File: config.mk
export PLATFORM = sky130hd
export DESIGN_NAME = cordic_atan2_sin_cos_top_flat
export DESIGN_NICKNAME = d
export VERILOG_FILES = /design/src/sv/cordic_pkg.sv /design/src/sv/cordic_in_if.sv /design/src/sv/cordic_out_if.sv /design/src/sv/cordic_stage.sv /design/src/sv/cordic_atan2_sin_cos_top.sv /design/src/flat_wrapper.sv
export SDC_FILE = /design/constraint.sdc
export NUM_CORES = 2
export LEC_CHECK = 0
export BUFFER_PORTS_ARGS = -buffer_cell sky130_fd_sc_hd__buf_2
export CAP_MARGIN = 10
export CORE_ASPECT_RATIO = 1.75
export CORE_MARGIN = 1.5
export CORE_UTILIZATION = 45
export CTS_BUF_LIST = sky130_fd_sc_hd__clkbuf_8
export CTS_CLUSTER_DIAMETER = 150
export DETAILED_ROUTE_END_ITERATION = 7
export REMOVE_ABC_BUFFERS = 1
export SLEW_MARGIN = 15
export SYNTH_ARGS = -nofsm -noshare
export SYNTH_HDL_FRONTEND = slang
export SYNTH_HIERARCHICAL = 1
export SYNTH_SLANG_ARGS = --single-unit
File: constraint.sdc
create_clock -name clk -period 4.8 [get_ports clk]
set_input_delay 0.48 -clock clk [delete_from_list [all_inputs] [get_ports clk]]
set_output_delay 0.48 -clock clk [all_outputs]
set_load 0.02 [all_outputs]
File: src/sv/cordic_pkg.sv
`timescale 1ns / 1ps
// ----------------------------------------------------------------------------
// cordic_pkg
// Shared types, constants and the arctangent table of the CORDIC unit.
// ----------------------------------------------------------------------------
package cordic_pkg;

    localparam int ITERATIONS_DEF  = 15;
    localparam int COORD_WIDTH_DEF = 24;
    localparam int TABLE_LEN       = 15;

    localparam int ANGLE_W = 17;   // atan2 result, degrees*256
    localparam int UNIT_W  = 21;   // sine/cosine, times 1e6
    localparam int THETA_W = 16;   // rotation angle, degrees*256
    localparam int Z_W     = 18;   // angle accumulator

    localparam logic signed [Z_W-1:0]     HALF_TURN     = 18'sd46080;
    localparam logic signed [THETA_W-1:0] QUARTER_THETA = 16'sd23040;
    localparam logic signed [ANGLE_W-1:0] QUARTER_ANGLE = 17'sd23040;
    localparam logic signed [ANGLE_W-1:0] HALF_ANGLE    = 17'sd46080;
    localparam logic signed [UNIT_W-1:0]  UNIT_OUT      = 21'sd1000000;
    localparam int START_GAIN = 607252;
    localparam int UNIT_SCALE = 1000000;

    localparam logic MODE_VECTOR = 1'b0;
    localparam logic MODE_ROTATE = 1'b1;

    typedef enum logic [1:0] {
        QUAD_1,
        QUAD_2,
        QUAD_3,
        QUAD_4
    } quad_t;

    typedef enum logic [2:0] {
        SP_NONE,
        SP_ZERO_ANG,
        SP_POS_Y,
        SP_NEG_Y,
        SP_NEG_X,
        SP_ROT_ZERO,
        SP_ROT_NINETY
    } spec_t;

    // Control that travels with each request down the pipeline
    typedef struct packed {
        logic               mode;
        spec_t              spec;
        quad_t              quad;
        logic [Z_W-1:0]     z;
        logic [THETA_W-1:0] theta;
    } ctrl_t;

    function automatic logic [Z_W-1:0] atan_entry(input int idx);
        logic [Z_W-1:0] val;
        begin
            case (idx)
                0:       val = 18'd11520;
                1:       val = 18'd6801;
                2:       val = 18'd3593;
                3:       val = 18'd1824;
                4:       val = 18'd916;
                5:       val = 18'd458;
                6:       val = 18'd229;
                7:       val = 18'd115;
                8:       val = 18'd57;
                9:       val = 18'd29;
                10:      val = 18'd14;
                11:      val = 18'd7;
                12:      val = 18'd4;
                13:      val = 18'd2;
                14:      val = 18'd1;
                default: val = 18'd0;
            endcase
            return val;
        end
    endfunction

endpackage

File: src/sv/cordic_in_if.sv
`timescale 1ns / 1ps
// ----------------------------------------------------------------------------
// cordic_in_if
// Request channel: mode, coordinates and rotation angle.
// ----------------------------------------------------------------------------
interface cordic_in_if #(
    parameter int COORD_WIDTH = cordic_pkg::COORD_WIDTH_DEF
);
    logic                             valid;
    logic                             ready;
    logic                             mode;
    logic signed [COORD_WIDTH-1:0]    x_in;
    logic signed [COORD_WIDTH-1:0]    y_in;
    logic signed [cordic_pkg::THETA_W-1:0] angle_in;

    modport source (output valid, mode, x_in, y_in, angle_in, input ready);
    modport sink   (input valid, mode, x_in, y_in, angle_in, output ready);
endinterface

File: src/sv/cordic_out_if.sv
`timescale 1ns / 1ps
// ----------------------------------------------------------------------------
// cordic_out_if
// Result channel: atan2 angle, sine and cosine.
// ----------------------------------------------------------------------------
interface cordic_out_if;
    logic                                  valid;
    logic                                  ready;
    logic signed [cordic_pkg::ANGLE_W-1:0] angle_out;
    logic signed [cordic_pkg::UNIT_W-1:0]  sine_out;
    logic signed [cordic_pkg::UNIT_W-1:0]  cosine_out;

    modport source (output valid, angle_out, sine_out, cosine_out, input ready);
    modport sink   (input valid, angle_out, sine_out, cosine_out, output ready);
endinterface

File: src/sv/cordic_stage.sv
`timescale 1ns / 1ps
// ----------------------------------------------------------------------------
// cordic_stage
// One registered shift-add micro-rotation for both vectoring and rotation.
// ----------------------------------------------------------------------------
module cordic_stage #(
    parameter int DW    = 27,
    parameter int STAGE = 0
) (
    input  logic                    clk,
    input  logic                    rst_n,
    input  logic                    in_valid,
    output logic                    in_ready,
    input  logic signed [DW-1:0]    in_x,
    input  logic signed [DW-1:0]    in_y,
    input  cordic_pkg::ctrl_t       in_ctrl,
    output logic                    out_valid,
    input  logic                    out_ready,
    output logic signed [DW-1:0]    out_x,
    output logic signed [DW-1:0]    out_y,
    output cordic_pkg::ctrl_t       out_ctrl
);

    logic                             valid_reg;
    logic signed [DW-1:0]             x_reg, x_next;
    logic signed [DW-1:0]             y_reg, y_next;
    cordic_pkg::ctrl_t                ctrl_reg, ctrl_next;
    logic signed [DW-1:0]             x_sh, y_sh;
    logic signed [cordic_pkg::Z_W-1:0] z, th, step;
    logic                             dir;

    always_comb
    begin
        x_sh = in_x >>> STAGE;
        y_sh = in_y >>> STAGE;
        z    = $signed(in_ctrl.z);
        th   = cordic_pkg::Z_W'($signed(in_ctrl.theta));
        step = $signed(cordic_pkg::atan_entry(STAGE));
        // vectoring drives y to zero, rotation drives z to the target
        if (in_ctrl.mode == cordic_pkg::MODE_ROTATE)
            dir = (z > th);
        else
            dir = !in_y[DW-1] && (|in_y);
        if (dir)
        begin
            x_next = in_x + y_sh;
            y_next = in_y - x_sh;
        end
        else
        begin
            x_next = in_x - y_sh;
            y_next = in_y + x_sh;
        end
        ctrl_next = in_ctrl;
        if (dir ^ in_ctrl.mode)
            ctrl_next.z = z + step;
        else
            ctrl_next.z = z - step;
    end

    assign in_ready = !valid_reg || out_ready;

    always_ff @(posedge clk or negedge rst_n)
    begin
        if (!rst_n)
            valid_reg <= 1'b0;
        else if (in_ready)
            valid_reg <= in_valid;
    end

    always_ff @(posedge clk)
    begin
        if (in_ready && in_valid)
        begin
            x_reg    <= x_next;
            y_reg    <= y_next;
            ctrl_reg <= ctrl_next;
        end
    end

    assign out_valid = valid_reg;
    assign out_x     = x_reg;
    assign out_y     = y_reg;
    assign out_ctrl  = ctrl_reg;

endmodule

File: src/sv/cordic_atan2_sin_cos_top.sv
`timescale 1ns / 1ps
// ----------------------------------------------------------------------------
// cordic_atan2_sin_cos_top
// Pipelined CORDIC: atan2 in vectoring mode, sine/cosine in rotation mode.
// ----------------------------------------------------------------------------
// Pipeline: one setup stage, one stage per micro-rotation, one output stage.
// Throughput: one request per cycle unless the result channel stalls; every
//   stage holds its own valid bit and moves on as soon as the stage after it
//   frees up, so bubbles collapse.
// Reset: rst_n clears all valid bits at once; data registers are not reset.
// ----------------------------------------------------------------------------
module cordic_atan2_sin_cos_top #(
    parameter int ITERATIONS  = cordic_pkg::ITERATIONS_DEF,
    parameter int COORD_WIDTH = cordic_pkg::COORD_WIDTH_DEF
) (
    input  logic         clk,
    input  logic         rst_n,
    cordic_in_if.sink    operand,
    cordic_out_if.source result
);

    // Datapath width: folded coordinates grow by sqrt(2) times the CORDIC
    // gain; rotation needs room for the 1e6-scale vector.
    localparam int DW = (COORD_WIDTH + 3 > 22) ? COORD_WIDTH + 3 : 22;
    localparam int ZW = cordic_pkg::Z_W;

    // Stage interconnect: index 0 is the setup stage, index k its k-th
    // micro-rotation.
    logic                 it_valid [ITERATIONS+1];
    logic                 it_ready [ITERATIONS+1];
    logic signed [DW-1:0] it_x     [ITERATIONS+1];
    logic signed [DW-1:0] it_y     [ITERATIONS+1];
    cordic_pkg::ctrl_t    it_ctrl  [ITERATIONS+1];

    // ------------------------------------------------------------------
    // Setup stage: fold the point into quadrant one, clamp the angle and
    // flag the axis and exact-angle special cases.
    // ------------------------------------------------------------------
    logic                 s0_valid_reg;
    logic signed [DW-1:0] s0_x_reg, s0_x_next;
    logic signed [DW-1:0] s0_y_reg, s0_y_next;
    cordic_pkg::ctrl_t    s0_ctrl_reg, s0_ctrl_next;

    logic signed [DW-1:0] xs, ys;
    logic                 x_zero, y_zero, x_neg, y_neg, x_pos, y_pos;
    logic signed [cordic_pkg::THETA_W-1:0] theta;

    always_comb
    begin
        xs     = {{(DW-COORD_WIDTH){operand.x_in[COORD_WIDTH-1]}}, operand.x_in};
        ys     = {{(DW-COORD_WIDTH){operand.y_in[COORD_WIDTH-1]}}, operand.y_in};
        x_zero = (xs == '0);
        y_zero = (ys == '0);
        x_neg  = xs[DW-1];
        y_neg  = ys[DW-1];
        x_pos  = !x_neg && !x_zero;
        y_pos  = !y_neg && !y_zero;

        // clamp to plus or minus ninety degrees
        theta = operand.angle_in;
        if (theta > cordic_pkg::QUARTER_THETA)
            theta = cordic_pkg::QUARTER_THETA;
        else if (theta < -cordic_pkg::QUARTER_THETA)
            theta = -cordic_pkg::QUARTER_THETA;

        s0_ctrl_next.mode  = operand.mode;
        s0_ctrl_next.spec  = cordic_pkg::SP_NONE;
        s0_ctrl_next.quad  = cordic_pkg::QUAD_1;
        s0_ctrl_next.z     = '0;
        s0_ctrl_next.theta = '0;
        s0_x_next          = '0;
        s0_y_next          = '0;

        if (operand.mode == cordic_pkg::MODE_ROTATE)
        begin
            // start from the gain-compensated unit vector
            s0_x_next          = DW'(cordic_pkg::START_GAIN);
            s0_ctrl_next.theta = theta;
            if (theta == '0)
                s0_ctrl_next.spec = cordic_pkg::SP_ROT_ZERO;
            else if (theta == cordic_pkg::QUARTER_THETA)
                s0_ctrl_next.spec = cordic_pkg::SP_ROT_NINETY;
        end
        else if (x_pos && y_pos)
        begin
            s0_x_next = xs;
            s0_y_next = ys;
        end
        else if (x_neg && y_pos)
        begin
            s0_x_next         = -xs;
            s0_y_next         = ys;
            s0_ctrl_next.quad = cordic_pkg::QUAD_2;
        end
        else if (x_neg && y_neg)
        begin
            s0_x_next         = -xs;
            s0_y_next         = -ys;
            s0_ctrl_next.quad = cordic_pkg::QUAD_3;
        end
        else if (x_pos && y_neg)
        begin
            s0_x_next         = xs;
            s0_y_next         = -ys;
            s0_ctrl_next.quad = cordic_pkg::QUAD_4;
        end
        else if (x_zero && y_pos)
            s0_ctrl_next.spec = cordic_pkg::SP_POS_Y;
        else if (x_zero && y_neg)
            s0_ctrl_next.spec = cordic_pkg::SP_NEG_Y;
        else if (y_zero && x_neg)
            s0_ctrl_next.spec = cordic_pkg::SP_NEG_X;
        else
            s0_ctrl_next.spec = cordic_pkg::SP_ZERO_ANG; // origin, positive x axis
    end

    assign operand.ready = !s0_valid_reg || it_ready[0];

    always_ff @(posedge clk or negedge rst_n)
    begin
        if (!rst_n)
            s0_valid_reg <= 1'b0;
        else if (operand.ready)
            s0_valid_reg <= operand.valid;
    end

    always_ff @(posedge clk)
    begin
        if (operand.ready && operand.valid)
        begin
            s0_x_reg    <= s0_x_next;
            s0_y_reg    <= s0_y_next;
            s0_ctrl_reg <= s0_ctrl_next;
        end
    end

    assign it_valid[0] = s0_valid_reg;
    assign it_x[0]     = s0_x_reg;
    assign it_y[0]     = s0_y_reg;
    assign it_ctrl[0]  = s0_ctrl_reg;

    // ------------------------------------------------------------------
    // Micro-rotation stages, one per table entry.
    // ------------------------------------------------------------------
    for (genvar k = 0; k < ITERATIONS; k++)
    begin : g_iter
        cordic_stage #(
            .DW    (DW),
            .STAGE (k)
        ) u_stage (
            .clk       (clk),
            .rst_n     (rst_n),
            .in_valid  (it_valid[k]),
            .in_ready  (it_ready[k]),
            .in_x      (it_x[k]),
            .in_y      (it_y[k]),
            .in_ctrl   (it_ctrl[k]),
            .out_valid (it_valid[k+1]),
            .out_ready (it_ready[k+1]),
            .out_x     (it_x[k+1]),
            .out_y     (it_y[k+1]),
            .out_ctrl  (it_ctrl[k+1])
        );
    end

    // ------------------------------------------------------------------
    // Output stage: quadrant correction, saturation and special results.
    // This register is the result register seen on the port.
    // ------------------------------------------------------------------
    cordic_pkg::ctrl_t                   fin_ctrl;
    logic signed [DW-1:0]                fin_x, fin_y;
    logic signed [ZW-1:0]                fin_z, corr_z;
    logic signed [cordic_pkg::ANGLE_W-1:0] angle_next, angle_reg;
    logic signed [cordic_pkg::UNIT_W-1:0]  sine_next, sine_reg;
    logic signed [cordic_pkg::UNIT_W-1:0]  cosine_next, cosine_reg;
    logic signed [DW-1:0]                unit_hi, unit_lo;
    logic                                out_valid_reg;

    always_comb
    begin
        fin_ctrl = it_ctrl[ITERATIONS];
        fin_x    = it_x[ITERATIONS];
        fin_y    = it_y[ITERATIONS];
        fin_z    = $signed(fin_ctrl.z);
        unit_hi  = DW'(cordic_pkg::UNIT_SCALE);
        unit_lo  = -unit_hi;

        case (fin_ctrl.quad)
            cordic_pkg::QUAD_2: corr_z = cordic_pkg::HALF_TURN - fin_z;
            cordic_pkg::QUAD_3: corr_z = fin_z - cordic_pkg::HALF_TURN;
            cordic_pkg::QUAD_4: corr_z = -fin_z;
            default:            corr_z = fin_z;
        endcase

        angle_next  = '0;
        sine_next   = '0;
        cosine_next = '0;

        if (fin_ctrl.mode == cordic_pkg::MODE_ROTATE)
        begin
            // saturate to plus or minus one
            if (fin_y > unit_hi)
                sine_next = cordic_pkg::UNIT_OUT;
            else if (fin_y < unit_lo)
                sine_next = -cordic_pkg::UNIT_OUT;
            else
                sine_next = fin_y[cordic_pkg::UNIT_W-1:0];
            if (fin_x > unit_hi)
                cosine_next = cordic_pkg::UNIT_OUT;
            else if (fin_x < unit_lo)
                cosine_next = -cordic_pkg::UNIT_OUT;
            else
                cosine_next = fin_x[cordic_pkg::UNIT_W-1:0];
        end
        else
            angle_next = corr_z[cordic_pkg::ANGLE_W-1:0];

        unique case (fin_ctrl.spec)
            cordic_pkg::SP_NONE:       ;
            cordic_pkg::SP_ZERO_ANG:   angle_next = '0;
            cordic_pkg::SP_POS_Y:      angle_next = cordic_pkg::QUARTER_ANGLE;
            cordic_pkg::SP_NEG_Y:      angle_next = -cordic_pkg::QUARTER_ANGLE;
            cordic_pkg::SP_NEG_X:      angle_next = -cordic_pkg::HALF_ANGLE;
            cordic_pkg::SP_ROT_ZERO:
            begin
                sine_next   = '0;
                cosine_next = cordic_pkg::UNIT_OUT;
            end
            cordic_pkg::SP_ROT_NINETY:
            begin
                sine_next   = cordic_pkg::UNIT_OUT;
                cosine_next = '0;
            end
            default:                   ;
        endcase
    end

    assign it_ready[ITERATIONS] = !out_valid_reg || result.ready;

    always_ff @(posedge clk or negedge rst_n)
    begin
        if (!rst_n)
            out_valid_reg <= 1'b0;
        else if (it_ready[ITERATIONS])
            out_valid_reg <= it_valid[ITERATIONS];
    end

    always_ff @(posedge clk)
    begin
        if (it_ready[ITERATIONS] && it_valid[ITERATIONS])
        begin
            angle_reg  <= angle_next;
            sine_reg   <= sine_next;
            cosine_reg <= cosine_next;
        end
    end

    assign result.valid      = out_valid_reg;
    assign result.angle_out  = angle_reg;
    assign result.sine_out   = sine_reg;
    assign result.cosine_out = cosine_reg;

    // ------------------------------------------------------------------
    // Assertions
    // ------------------------------------------------------------------
    a_accept_fills_setup : assert property (
        @(posedge clk) disable iff (!rst_n)
        operand.valid && operand.ready |=> s0_valid_reg)
        else $error("accepted request did not reach the setup stage");

    a_last_stage_to_output : assert property (
        @(posedge clk) disable iff (!rst_n)
        it_valid[ITERATIONS] && it_ready[ITERATIONS] |=> result.valid)
        else $error("request lost between last stage and output");

    a_rotate_zero_angle : assert property (
        @(posedge clk) disable iff (!rst_n)
        it_valid[ITERATIONS] && it_ready[ITERATIONS]
            && fin_ctrl.mode == cordic_pkg::MODE_ROTATE
        |=> result.angle_out == '0)
        else $error("rotation result carries a nonzero angle");

    a_vector_zero_trig : assert property (
        @(posedge clk) disable iff (!rst_n)
        it_valid[ITERATIONS] && it_ready[ITERATIONS]
            && fin_ctrl.mode == cordic_pkg::MODE_VECTOR
        |=> result.sine_out == '0 && result.cosine_out == '0)
        else $error("vectoring result carries nonzero sine or cosine");

endmodule

File: src/flat_wrapper.sv
// flat-port wrapper written by rule: the top's interface ports become plain ports
module cordic_atan2_sin_cos_top_flat 
#(
    parameter int ITERATIONS  = cordic_pkg::ITERATIONS_DEF,
    parameter int COORD_WIDTH = cordic_pkg::COORD_WIDTH_DEF
)
  (clk, rst_n, operand_valid, operand_mode, operand_x_in, operand_y_in, operand_angle_in, operand_ready, result_valid, result_angle_out, result_sine_out, result_cosine_out, result_ready);
  cordic_in_if #(.COORD_WIDTH(COORD_WIDTH)) operand_i ();
  cordic_out_if result_i ();
  input  logic clk;
  input  logic rst_n;
  input wire logic [$bits(operand_i.valid)-1:0] operand_valid;
  input wire logic [$bits(operand_i.mode)-1:0] operand_mode;
  input wire logic [$bits(operand_i.x_in)-1:0] operand_x_in;
  input wire logic [$bits(operand_i.y_in)-1:0] operand_y_in;
  input wire logic [$bits(operand_i.angle_in)-1:0] operand_angle_in;
  output wire logic [$bits(operand_i.ready)-1:0] operand_ready;
  output wire logic [$bits(result_i.valid)-1:0] result_valid;
  output wire logic [$bits(result_i.angle_out)-1:0] result_angle_out;
  output wire logic [$bits(result_i.sine_out)-1:0] result_sine_out;
  output wire logic [$bits(result_i.cosine_out)-1:0] result_cosine_out;
  input wire logic [$bits(result_i.ready)-1:0] result_ready;
  assign operand_i.valid = operand_valid;
  assign operand_i.mode = operand_mode;
  assign operand_i.x_in = operand_x_in;
  assign operand_i.y_in = operand_y_in;
  assign operand_i.angle_in = operand_angle_in;
  assign operand_ready = operand_i.ready;
  assign result_valid = result_i.valid;
  assign result_angle_out = result_i.angle_out;
  assign result_sine_out = result_i.sine_out;
  assign result_cosine_out = result_i.cosine_out;
  assign result_i.ready = result_ready;
  cordic_atan2_sin_cos_top #(.ITERATIONS(ITERATIONS), .COORD_WIDTH(COORD_WIDTH)) u_core (.clk(clk), .rst_n(rst_n), .operand(operand_i), .result(result_i));
endmodule
=== Yosys cells after proc, flatten, opt, wreduce, memory -nomap -nowiden ===
Index checks and enable logic that the tools add are counted.
W data, S select, Z words.

* Memories: 0
* Bits in writable memories: 0
* Flip-flop bits (word level): 1545
* Memory bits (read-only): 0
* Logic and storage cells: 477
* Output and inout port bits: 61
* Bits in latches: 0
* Input bits: 69

* Shifts and indexed selects: 0
* Reductions and logical operators: 114
* Equal/unequal tests: 10
* Muxes and demuxes: 94
* Divide/modulo/power cells: 0
* Bitwise logic cells: 15
* Multiply operators: 0
* Magnitude comparators: 21
* Add/sub/neg operators: 92

{| class="wikitable"
|+ Operators by type and width
! operator !! count
|-
| $mux W27 || 38
|-
| $reduce_or A27 Y1 || 15
|-
| $gt A18 B16 Y1 || 14
|-
| $mux W18 || 14
|-
| $mux W21 || 6
|-
| $pmux W21 S2 || 2
|-
| $pmux W17 S4 || 1
|-
| $add A27 B13 Y27 || 2
|-
| $add A27 B14 Y27 || 2
|-
| $add A27 B15 Y27 || 2
|-
| $add A27 B16 Y27 || 2
|-
| $add A27 B17 Y27 || 2
|-
| $add A27 B18 Y27 || 2
|-
| $add A27 B19 Y27 || 2
|-
| $add A27 B20 Y27 || 2
|-
| $add A27 B21 Y27 || 2
|-
| $add A27 B22 Y27 || 2
|-
| $add A27 B23 Y27 || 2
|-
| $add A27 B24 Y27 || 2
|-
| $add A27 B25 Y27 || 2
|-
| $add A27 B26 Y27 || 2
|-
| $gt A27 B21 Y1 const B || 2
|-
| $logic_not A27 Y1 || 2
|-
| $lt A27 B21 Y1 const B || 2
|-
| 69 further kinds || 222
|}

=== Depth between registers and ports, before layout ===
* Word-level depth: 19
* Gate-level depth with buffers: 23
* Depth with buffers taken out: 20

=== Modules after synthesis ===
Netlist, hierarchy kept.

{| class="wikitable"
|+ Modules (own cells, without submodules)
! module !! cells an instance !! area an instance (um^2) !! instances
|-
| cordic_stage at u_core.g_iter[0].u_stage || 872 || 8169.1 || 1
|-
| cordic_stage at u_core.g_iter[2].u_stage || 768 || 7709.9 || 1
|-
| cordic_stage at u_core.g_iter[1].u_stage || 765 || 7616.1 || 1
|-
| cordic_atan2_sin_cos_top || 697 || 7607.3 || 1
|-
| cordic_stage at u_core.g_iter[5].u_stage || 750 || 7558.5 || 1
|-
| cordic_stage at u_core.g_iter[9].u_stage || 766 || 7518.5 || 1
|-
| cordic_stage at u_core.g_iter[4].u_stage || 751 || 7516.0 || 1
|-
| cordic_stage at u_core.g_iter[7].u_stage || 740 || 7499.7 || 1
|-
| cordic_stage at u_core.g_iter[11].u_stage || 748 || 7462.2 || 1
|-
| cordic_stage at u_core.g_iter[6].u_stage || 735 || 7460.9 || 1
|-
| cordic_stage at u_core.g_iter[8].u_stage || 733 || 7415.9 || 1
|-
| cordic_stage at u_core.g_iter[12].u_stage || 739 || 7380.8 || 1
|-
| cordic_stage at u_core.g_iter[3].u_stage || 739 || 7378.3 || 1
|-
| cordic_stage at u_core.g_iter[10].u_stage || 714 || 7362.1 || 1
|-
| +2 rows || -- || -- || --
|}

=== Worst setup path before layout ===
Ideal clock, no wire load.

* Kind: input to register
* From: in result_ready
* To: reg u_core.g_iter[0].u_stage.ctrl_reg, in the netlist u_core/g_iter[0].u_stage/out_ctrl[0] (enable)
* Buffers on the path: 0
* Cell stages on the path: 17
* Setup slack: -241 ps
* Data arrival time: 4579 ps
* Library setup time: 462 ps
* Cell sequence: nand2b_1 nand2b_1 nand2b_1 nand2b_1 nand2b_1 nand2b_1 nand2b_1 nand2b_1 nand2b_1 nand2b_1 nand2b_1 nand2b_1 nand2b_1 nand2b_1 nand2b_1 nand2b_1 and2_1

{| class="wikitable"
|+ RTL lines
! item !! line !! RTL
|-
| from (decl) || flat_wrapper.sv:22 || <nowiki>input wire logic [$bits(result_i.ready)-1:0] result_ready;</nowiki>
|-
| to (signal assigned) || cordic_stage.sv:77 || <nowiki>ctrl_reg <= ctrl_next;</nowiki>
|-
| to (decl) || cordic_stage.sv:27 || <nowiki>cordic_pkg::ctrl_t ctrl_reg, ctrl_next;</nowiki>
|}

=== Final worst setup path ===
* From: reg u_core.g_iter[9].u_stage.ctrl_reg, in the netlist u_core/g_iter[9].u_stage/out_ctrl[15]
* To: reg u_core.g_iter[10].u_stage.y_reg[20], data pin

* Cells in the longest elaborated chain, start to end: 3

{| class="wikitable"
|+ RTL lines
! item !! line !! RTL
|-
| from (decl) || cordic_stage.sv:27 ||
|-
| from (signal assigned) || cordic_stage.sv:77 ||
|-
| $gt A18 B16 Y1 || cordic_stage.sv:41 || <nowiki>dir = (z > th);</nowiki>
|-
| $mux W1 || cordic_stage.sv:40 || <nowiki>if (in_ctrl.mode == cordic_pkg::MODE_ROTATE)</nowiki>
|-
| $mux W27 || cordic_stage.sv:44 || <nowiki>if (dir)</nowiki>
|-
| via u_core.g_iter[10].u_stage.y_next[20] || cordic_stage.sv:26 || <nowiki>logic signed [DW-1:0] y_reg, y_next;</nowiki>
|-
| to (signal assigned) || cordic_stage.sv:76 || <nowiki>y_reg <= y_next;</nowiki>
|-
| to (decl) || cordic_stage.sv:26 ||
|}

The timed path passes the listed nets, and every way through them passes these cells.
A chain may end at the register's enable or synchronous reset.

==> summary.txt <==
Die
  • Initial Util: 45.2%
  • # IOs: 130
  • # rows: 250
  • Core region area: roughly 260000 sq um
  • Die Wd: 393 um
  • Die area: approximately 270000 sq um
  • Chip Height: 685 um

Cells and area
  • Max reg flops: 583
  • Most common cell after layout, fill and taps aside: buf_4
  • Synth-to-Final Area Change: 40.0%
  • Layout cells sized above 1: 35.3%
  • Final nets: between 15k and 20k
  • Final Instance Count excl. Fillers: 19.3k
  • Commonest non-fill, non-tap cells in the layout: 2986 x buf_4, 1527 x edfxtp_1, 1182 x ha_1, 809 x inv_1, 800 x xnor2_1

Worst setup path
  • Crit path kind: reg -> reg
  • Worst Path Max Fanout: 5
  • Worst EP arrival: just over 6 ns
  • Path depth of the worst reg2reg path: 20
  • Worst setup SP type: flip-flop
  • Worst Path Required: ~5.6 ns
  • Crit end category: flip-flop

Logic synthesis
  • Synthesized cell area: 120000 sq um
  • Syn Inst Count: between 10k and 15k
  • Syn avg cell area: slightly above 10 sq um
  • Synth warn: 6

Run status
  • Status: finished, violations left
  • Failing checks: negative setup slack

Clock tree
  • Clk Latency, worst-skew pair: around 1.1 ns
  • Max Root-Sink Buffers: 4
  • Sink Count: 1544
  • Root buffer cell: clkbuf_8
  • Worst-path clk slew: 0.07 ns
  • Num CTS Buffers: about 250
  • CTS tree: built
  • H-tree levels: 4

Placed design
  • Placed Cells: 18.2k
  • DP Wirelength: approximately 330000 um
  • GPL Wtd Cong: 0.998
  • Port bufs: 129

GRT
  • Global-route wire length before repair: 611000 um
  • Initial antenna violation count: 6
  • GRT Residual Overflow: 0
  • All-Layer GR Usage: 29.4%
  • Number of global-route vias before repair: 112k
  • Largest net degree at the start of global routing: 95

STA
  • Relative slew slack: 24.5%
  • Slew @ Worst Pin: 1.12 ns
  • Max Freq: 0.187 GHz
  • PnR worst setup slack: -0.534 ns
  • Final clock skew: 0.113 ns
  • Slew Viols, Final: 0
  • Fin crit share: 111%
  • Hold_ws: 0.152 ns
  • Number of setup violations in the final report: 197
  • Final Hold Violating Endpoints: 0
  • Period minus WS final: 5.33 ns
  • RSZ-0062 raised after global routing: true

Route
  • DR iter-0 viols: 4658
  • Final wirelength: 418000 um
  • Drt pass-1 iters: 5
  • Via-per-instance ratio: ~5.6
  • Antenna-violating nets left: 0
  • Drc violations: 0
  • WL/cell: 21.7 um
  • Routed via count: 108k

Job
  • Max-Cap Viols: 0

Min path
  • Hold/Removal Path Class: in -> async
worst max-delay path: stages (launching register included):
cell and delay, ns:
edfxtp_1 0.44, inv_4 0.13, ha_4 0.21, nand4_1 0.18
a211oi_2 0.05, or3_4 0.40, o31a_1 0.38, buf_12 0.18
o31a_4 0.43, mux2i_4 0.26, buf_6 0.14, fa_2 0.36
a211oi_4 0.25, o21ai_2 0.08, a21o_2 0.22, o311a_4 0.35
a21oi_4 0.20, nor3_4 0.08, or3_4 0.40, a21oi_4 0.16
xnor2_1 0.08
area by class of cell:
class / count / area, sq um
Fill cell: 21600 / 97100
Multi-Input combinational cell: 9413 / 79800
Sequential cell: 1544 / 46300
Timing Repair Buffer: 3563 / 28900
Tap cell: 3528 / 4410
Clock buffer: 251 / 3450
Inverter: 802 / 3030
Clock inverter: 195 / 1670
Antenna cell: 5 / 12.5
worst paths after layout:
check                                                                start  slack (ns)                                               to
max                        u_core/g_iter[9].u_stage/out_ctrl[15]$_DFFE_PP_       -0.53    u_core/g_iter[10].u_stage/out_y[20]$_DFFE_PP_
min                                                                  rst_n        0.15   u_core/g_iter[0].u_stage/out_valid$_DFFE_PN0N_
max reg2reg                u_core/g_iter[9].u_stage/out_ctrl[15]$_DFFE_PP_       -0.53    u_core/g_iter[10].u_stage/out_y[20]$_DFFE_PP_
min reg2reg                u_core/g_iter[7].u_stage/out_ctrl[36]$_DFFE_PP_        0.40  u_core/g_iter[8].u_stage/out_ctrl[36]$_DFFE_PP_
max in group asynchronous                                            rst_n        4.19   u_core/g_iter[5].u_stage/out_valid$_DFFE_PN0N_
min in group clk                                             operand_valid        0.27                  u_core/s0_valid_reg$_DFFE_PN0N_
metrics by stage:
stage	util [%]	setup WS, ns	TNS (ns)	area, sq um
global placement	55.0	-1.08	-153.00	146000
global route	63.3	-0.741	-75.64	168000
floorplan	-	-1.07	-83.23	119000
finish	63.3	-0.534	-34.25	168000
CTS	59.5	-0.529	-45.13	157000
detailed placement	55.0	-1.10	-176.73	146000
what timing repair did:
| action | CTS | global route |
|---|---|---|
| hold buffers | 105 | 0 |
| resized for setup | 829 | 1645 |
| cloned | 8 | 13 |
| endpoints found under the hold margin | 95 | 0 |
| pin swaps | 446 | 1070 |
| setup endpoints to repair | 545 | 504 |
| setup buffers | 206 | 403 |
metal layers:
metal / vias to the layer above / global-route usage, % / share of wire (%) / routed length [um]
met5: - / 0 / 0.0055 / 23
met4: 4 / 28.2 / 12 / 48600
met3: 1717 / 3.48 / 3.0 / 12600
met2: 2721 / 59.6 / 56 / 235000
met1: 52200 / 22.9 / 29 / 122000
li1: 51800 / - / - / -
Power is not shown: default switching activity piles up to over one toggle a cycle in this logic, so the estimate is an artifact.
